### config.mk
export PLATFORM = sky130hd
export DESIGN_NAME = raised_cosine_fir_with_peak
export DESIGN_NICKNAME = d
export VERILOG_FILES = /design/src/sv/rcf_pkg.sv /design/src/sv/rcf_cell.sv /design/src/sv/rcf_out.sv /design/src/sv/raised_cosine_fir_with_peak.sv
export SDC_FILE = /design/constraint.sdc
export NUM_CORES = 2
export LEC_CHECK = 0
export BUFFER_PORTS_ARGS = -buffer_cell sky130_fd_sc_hd__buf_4
export CAP_MARGIN = 5
export CORE_ASPECT_RATIO = 1.4
export CORE_MARGIN = 10
export CORE_UTILIZATION = 40
export DETAILED_ROUTE_END_ITERATION = 10
export PLACE_DENSITY = 0.57
export SYNTH_ARGS = -nofsm -noshare
export SYNTH_HDL_FRONTEND = slang
export SYNTH_HIERARCHICAL = 1
export SYNTH_SLANG_ARGS = --single-unit
### constraint.sdc
create_clock -name clk -period 4.7 [get_ports clk]
set_input_delay 0 -clock clk [delete_from_list [all_inputs] [get_ports clk]]
set_output_delay 0 -clock clk [all_outputs]
set_load 0.01 [all_outputs]
### src/sv/rcf_pkg.sv
// rcf_pkg: shared constants and the coefficient function for the raised-cosine fir
// holds the q1.31 master kernel, output limits and the per-tap coefficient rounding
// used by raised_cosine_fir_with_peak and its cells; depends on nothing
package rcf_pkg;

    localparam int SAMPLE_W    = 16;
    localparam int OUT_W       = 18;
    localparam int PEAK_W      = 15;
    localparam int KERNEL_LEN  = 36;
    localparam int KERNEL_HALF = 18;
    localparam int OUT_MAX     = 131071;
    localparam int OUT_MIN     = -131072;
    // master values below this become zero taps
    localparam int SMALL_LIMIT = 32768;

    typedef logic [31:0] master_t;

    // first half of the symmetric kernel, q1.31
    localparam master_t HALF_KERNEL [KERNEL_HALF] = '{
        32'd0, 32'd0, 32'd0, 32'd0, 32'd0, 32'd0,
        32'd0, 32'd0, 32'd0, 32'd0, 32'd0, 32'd0,
        32'd7950, 32'd480070, 32'd12766361, 32'd149499222,
        32'd770925155, 32'd1750671620
    };

    // coefficient for tap k (k = 0 pairs with the oldest sample)
    function automatic int rcf_coef(input int k, input int taps, input int coef_width);
        int      j;
        int      sh;
        longint  m;
        j  = k + KERNEL_HALF - (taps >> 1);
        sh = 32 - coef_width;
        if (j < 0 || j >= KERNEL_LEN)
            return 0;
        if (j < KERNEL_HALF)
            m = longint'(HALF_KERNEL[j]);
        else
            m = longint'(HALF_KERNEL[KERNEL_LEN - 1 - j]);
        if (m < longint'(SMALL_LIMIT))
            return 0;
        return int'((m + (longint'(1) << (sh - 1))) >>> sh);
    endfunction

endpackage

### src/sv/rcf_cell.sv
// rcf_cell: one tap of the transposed fir chain
// multiplies the incoming sample by its fixed coefficient and adds the neighbor's
// partial sum; uses rcf_pkg for the sample width
module rcf_cell #(
    parameter int ACC_W      = 40,
    parameter int COEF_WIDTH = 16,
    parameter logic signed [COEF_WIDTH-1:0] COEF = '0
) (
    input  logic                                clk,
    input  logic                                rst_n,
    input  logic                                advance,
    input  logic signed [rcf_pkg::SAMPLE_W-1:0] x,
    input  logic signed [ACC_W-1:0]             sum_in,
    output logic signed [ACC_W-1:0]             sum_out
);
    import rcf_pkg::*;

    logic signed [SAMPLE_W+COEF_WIDTH-1:0] prod;
    logic signed [ACC_W-1:0]               sum_reg;
    logic signed [ACC_W-1:0]               sum_next;

    always_comb
    begin
        prod     = x * COEF;
        sum_next = sum_in + ACC_W'(prod);
    end

    always_ff @(posedge clk or negedge rst_n)
    begin
        if (!rst_n)
            sum_reg <= '0;
        else if (advance)
            sum_reg <= sum_next;
    end

    assign sum_out = sum_reg;

endmodule

### src/sv/rcf_out.sv
// rcf_out: output stage of the raised-cosine fir
// rounds and saturates the finished sum, tracks the running peak, and holds the
// output item register; uses rcf_pkg for widths and limits
module rcf_out #(
    parameter int ACC_W      = 40,
    parameter int COEF_WIDTH = 16
) (
    input  logic                                clk,
    input  logic                                rst_n,
    input  logic                                advance,
    input  logic                                take,
    input  logic signed [ACC_W-1:0]             acc,
    input  logic signed [rcf_pkg::SAMPLE_W-1:0] x,
    input  logic                                clear_peak,
    output logic                                valid,
    output logic signed [rcf_pkg::OUT_W-1:0]    filtered,
    output logic        [rcf_pkg::PEAK_W-1:0]   peak
);
    import rcf_pkg::*;

    localparam int FRAC = COEF_WIDTH - 1;
    localparam logic signed [ACC_W:0] HI = signed'((ACC_W+1)'(OUT_MAX));
    localparam logic signed [ACC_W:0] LO = signed'((ACC_W+1)'(OUT_MIN));
    localparam logic signed [ACC_W:0] HALF = signed'((ACC_W+1)'(1) << (FRAC - 1));

    logic signed [ACC_W:0]    biased;
    logic signed [ACC_W:0]    shifted;
    logic signed [OUT_W-1:0]  filt_next;
    logic [PEAK_W-1:0]        base;
    logic [PEAK_W-1:0]        peak_next;
    logic [PEAK_W-1:0]        peak_reg;
    logic                     valid_reg;
    logic signed [OUT_W-1:0]  filt_reg;
    logic [PEAK_W-1:0]        peak_out_reg;

    always_comb
    begin
        // floor shift of the biased sum gives round half up
        biased  = signed'((ACC_W+1)'(acc)) + HALF;
        shifted = biased >>> FRAC;
        if (shifted > HI)
            filt_next = OUT_W'(OUT_MAX);
        else if (shifted < LO)
            filt_next = OUT_W'(OUT_MIN);
        else
            filt_next = shifted[OUT_W-1:0];

        base = clear_peak ? '0 : peak_reg;
        if (x > signed'({1'b0, base}))
            peak_next = x[PEAK_W-1:0];
        else
            peak_next = base;
    end

    always_ff @(posedge clk or negedge rst_n)
    begin
        if (!rst_n)
        begin
            peak_reg  <= '0;
            valid_reg <= 1'b0;
        end
        else
        begin
            if (advance)
            begin
                peak_reg  <= peak_next;
                valid_reg <= 1'b1;
            end
            else if (take)
                valid_reg <= 1'b0;
        end
    end

    always_ff @(posedge clk)
    begin
        if (advance)
        begin
            filt_reg     <= filt_next;
            peak_out_reg <= peak_next;
        end
    end

    assign valid    = valid_reg;
    assign filtered = filt_reg;
    assign peak     = peak_out_reg;

endmodule

### src/sv/raised_cosine_fir_with_peak.sv
// raised_cosine_fir_with_peak: 36-tap raised-cosine fir with running input peak
// an item's result is registered on the same edge that accepts the item
// throughput: one item per cycle while the output is read, set by the single multiply-add in each chain cell
// a result waiting on out_ready holds off the input; the next item is taken when it is read
// reset clears all partial sums (empty delay line), the running peak and out_valid
// depends on rcf_pkg, rcf_cell and rcf_out
module raised_cosine_fir_with_peak #(
    parameter int TAPS       = 36,
    parameter int COEF_WIDTH = 16
) (
    input  logic                                clk,
    input  logic                                rst_n,
    input  logic                                in_valid,
    output logic                                in_ready,
    input  logic signed [rcf_pkg::SAMPLE_W-1:0] sample,
    input  logic                                chunk_start,
    output logic                                out_valid,
    input  logic                                out_ready,
    output logic signed [rcf_pkg::OUT_W-1:0]    filtered,
    output logic        [rcf_pkg::PEAK_W-1:0]   peak
);
    import rcf_pkg::*;

    localparam int ACC_W = SAMPLE_W + COEF_WIDTH + $clog2(TAPS) + 1;

    logic                    advance;
    logic                    take;
    logic signed [ACC_W-1:0] sums [TAPS+1];

    assign take     = out_valid && out_ready;
    assign in_ready = !out_valid || out_ready;
    assign advance  = in_valid && in_ready;

    assign sums[TAPS] = '0;

    // cell k holds the sum that is output when k+1 more items have been accepted
    for (genvar k = 0; k < TAPS; k++)
    begin : g_cell
        rcf_cell #(
            .ACC_W      (ACC_W),
            .COEF_WIDTH (COEF_WIDTH),
            .COEF       (COEF_WIDTH'(rcf_coef(TAPS - 1 - k, TAPS, COEF_WIDTH)))
        ) u_cell (
            .clk     (clk),
            .rst_n   (rst_n),
            .advance (advance),
            .x       (sample),
            .sum_in  (sums[k+1]),
            .sum_out (sums[k])
        );
    end

    rcf_out #(
        .ACC_W      (ACC_W),
        .COEF_WIDTH (COEF_WIDTH)
    ) u_out (
        .clk        (clk),
        .rst_n      (rst_n),
        .advance    (advance),
        .take       (take),
        .acc        (sums[0]),
        .x          (sample),
        .clear_peak (chunk_start),
        .valid      (out_valid),
        .filtered   (filtered),
        .peak       (peak)
    );

endmodule

==> impl_metrics.toml <==
[sta]
hold_slack_ns = 0.0585
finalHoldViolations = 0
layout_min_cycle_time_ns = 4.62
setup_viol = 0
rsz0062_at_grt = "true"
tns_ns = 0
fin_crit_sh_pct = 98.2
max_slew_margin_pct = 12.6
fmax_mhz = 217
worst_slew_pin_slew_ns = 1.30
fin_skew_ns = 0.0532
slew_viol_final = 0

[hold_path]
holdCritPathClass = "in2reg"

[floorplan]
row_count = 222
start_util_pct = 40.2
core-area_um2 = 261000
io_pins = 56
die_y_um = 626
die_w_um = 453
die-area_um2 = 283000

[critical_path]
worst-r2r-setup-slack_ns = 0.10
crit_path_start = "sample[8]"
cpPeakStageDelay_ns = 0.57
worstPathMaxFanout = 8
start_kind = "input port"
cp_cell_sequence = "buf_8, buf_4, fa_1, fa_1, fa_1, fa_1, fa_1, inv_1, fa_1, inv_2, ha_4, a21o_1, a31o_1, a221oi_4, o31ai_4, a21oi_4, o21bai_2, xor2_1, mux2_4"
critical_path_class = "in2reg"
arrival_ns = 5.29
worstSetupEndpointType = "register"
critPathMostFrequentCell = "fa_1"
timing.rr.start = "g_cell[18].u_cell/sum_out[12]$_DFFE_PN0P_"
worstPathRequired_ns = 5.37
critPathCapture = "g_cell[19].u_cell/sum_out[30]$_DFFE_PN0P_"
cpMaxStageDelayCell = "fa_1"
r2r-end = "g_cell[17].u_cell/sum_out[37]$_DFFE_PN0P_"
r2r_cells = 15

[final_layout]
fin_util_pct = 47.1
layout-drive-gt1-share_pct = 27.0
largest_register_ffs = 1208
multi_input_area_um2 = 66400
nNetsFinal = 12600
fillers = 24200
seq_area_um2 = 31600
syn_to_final_growth_pct = 17.3

[drt]
drt_iter0_markers = 2758
avgRoutedWirePerCell_um = 18.5
drc = 0
first_pass_iters = 7
via_per_inst = 5.04
drt.antenna.violating_nets = 0
route.vias.total = 71200
wl_um = 261000

[global_route]
use_met2_pct = 35.2
grt_pass1_wl_um = 422000
grt_util_met1_pct = 20.6
grt_use_total_pct = 18.4
gr-total-overflow = 0
grt.busiest_layer = "met2"
met3_usage_pct = 1.64
grt_max_degree = 182
grt_pass1_vias = 78500
antenna_found_initial = 3

[clocking]
cts.htree.levels = 4
path_clk_slew_ns = 0.06
cts_made_buffers = 144
cts.sink_count = 1257
clock_path_buffers = 4
cts_tree = "done"
insertion_delay_ns = 0.83
root_buffer = "clkbuf_16"

[outcome]
status = "complete, no violations"

[job]
cap_violations = 0

[placement]
port_buffers = 55
place_congestion = 0.906
dp_hpwl_um = 205000

[yosys]
avgSynthCellArea_um2 = 11.1
synth_area_um2 = 105000
yosys_warnings = 6
syn_inst = 9427
==> layout by cell type (no fill, tap or decap), types with 33 or more instances in the layout <==
cell and n:
xor2_1 121, dfrtp_1 1224, o21ai_1 52, mux2_2 834, or2_2 34, ha_1 1229
buf_12 40, o211ai_1 47, conb_1 39, a21o_1 204, nor2_1 265, clkbuf_16 154
inv_1 1553, o31ai_1 33, nand2b_1 45, fa_1 787, mux2_4 271, a21oi_2 36
a211oi_1 45, a31oi_1 35, nand3_1 91, o21bai_1 53, edfxtp_1 33, buf_4 1144
and3_1 42, xnor2_1 268, a21oi_1 398, o21ai_0 211, nand4_1 127, nand2_1 392
o21a_1 54, nor3_1 57
==> worst min path at each step <==
stage / start / end / slack [ns] / cells past startpoint
after detailed placement: rst_n / g_cell[17].u_cell/sum_out[26]$_DFFE_PN0P_ / -0.003 / 1
after global placement: rst_n / g_cell[17].u_cell/sum_out[26]$_DFFE_PN0P_ / 0.004 / 1
final: sample[2] / u_out/peak_reg[2]$_DFFE_PN0P_ / 0.06 / 4
after CTS: out_ready / u_out/valid$_DFFE_PN0P_ / 0.02 / 4
after global routing: sample[2] / u_out/peak_reg[2]$_DFFE_PN0P_ / 0.03 / 4
after floorplan: rst_n / g_cell[0].u_cell/sum_out[14]$_DFFE_PN0P_ / -0.30 / 0
==> repair_timing <==
item	in CTS	in global routing
gates resized for setup	16	171
pin swaps	5	70
setup buffers	1	16
hold buffers	17	1
endpoints found under the setup margin	37	100
endpoints found under the hold margin	923	1
gates cloned	0	6
==> routing by layer <==
| layer | vias to the layer above | wire [µm] |
|---|---|---|
| li1 | 34200 | - |
| met1 | 35700 | 102000 |
| met2 | 832 | 140000 |
| met3 | 486 | 5440 |
| met4 | 0 | 13300 |
| met5 | - | 0 |
==> layout make-up <==
cell class | count | share of cell area (%)
Multi-Input combinational cell | 6344 | 54.0
Sequential cell | 1257 | 25.7
Timing Repair Buffer | 1236 | 8.23
Inverter | 1561 | 4.77
Tap cell | 3472 | 3.53
Clock buffer | 192 | 3.29
Clock inverter | 53 | 0.505
Antenna cell | 3 | 0.00610
==> critical path: cells and delay by family <==
| family | cells | cell delay [ns] |
|---|---|---|
| AO/OA/AOI/OAI | 6 | 1.23 |
| XOR/XNOR | 1 | 0.15 |
| adder cells (fa/ha/maj) | 7 | 3.23 |
| buffers and inverters | 4 | 0.41 |
| multiplexers | 1 | 0.26 |
==> metrics by stage <==
stage                     std cells  setup WS, ns  instance area (µm²)
final                         14100        0.0833               123000
after global routing          14100       -0.0588               123000
after floorplan                9465        -0.301               105000
after global placement        13800         -1.09               117000
after detailed placement      13800         -1.09               117000
after CTS                     14100       0.00159               122000
Power is left out: the tool's default activity adds up to more than one toggle a clock period on the data nets, which glitch-free logic cannot reach.
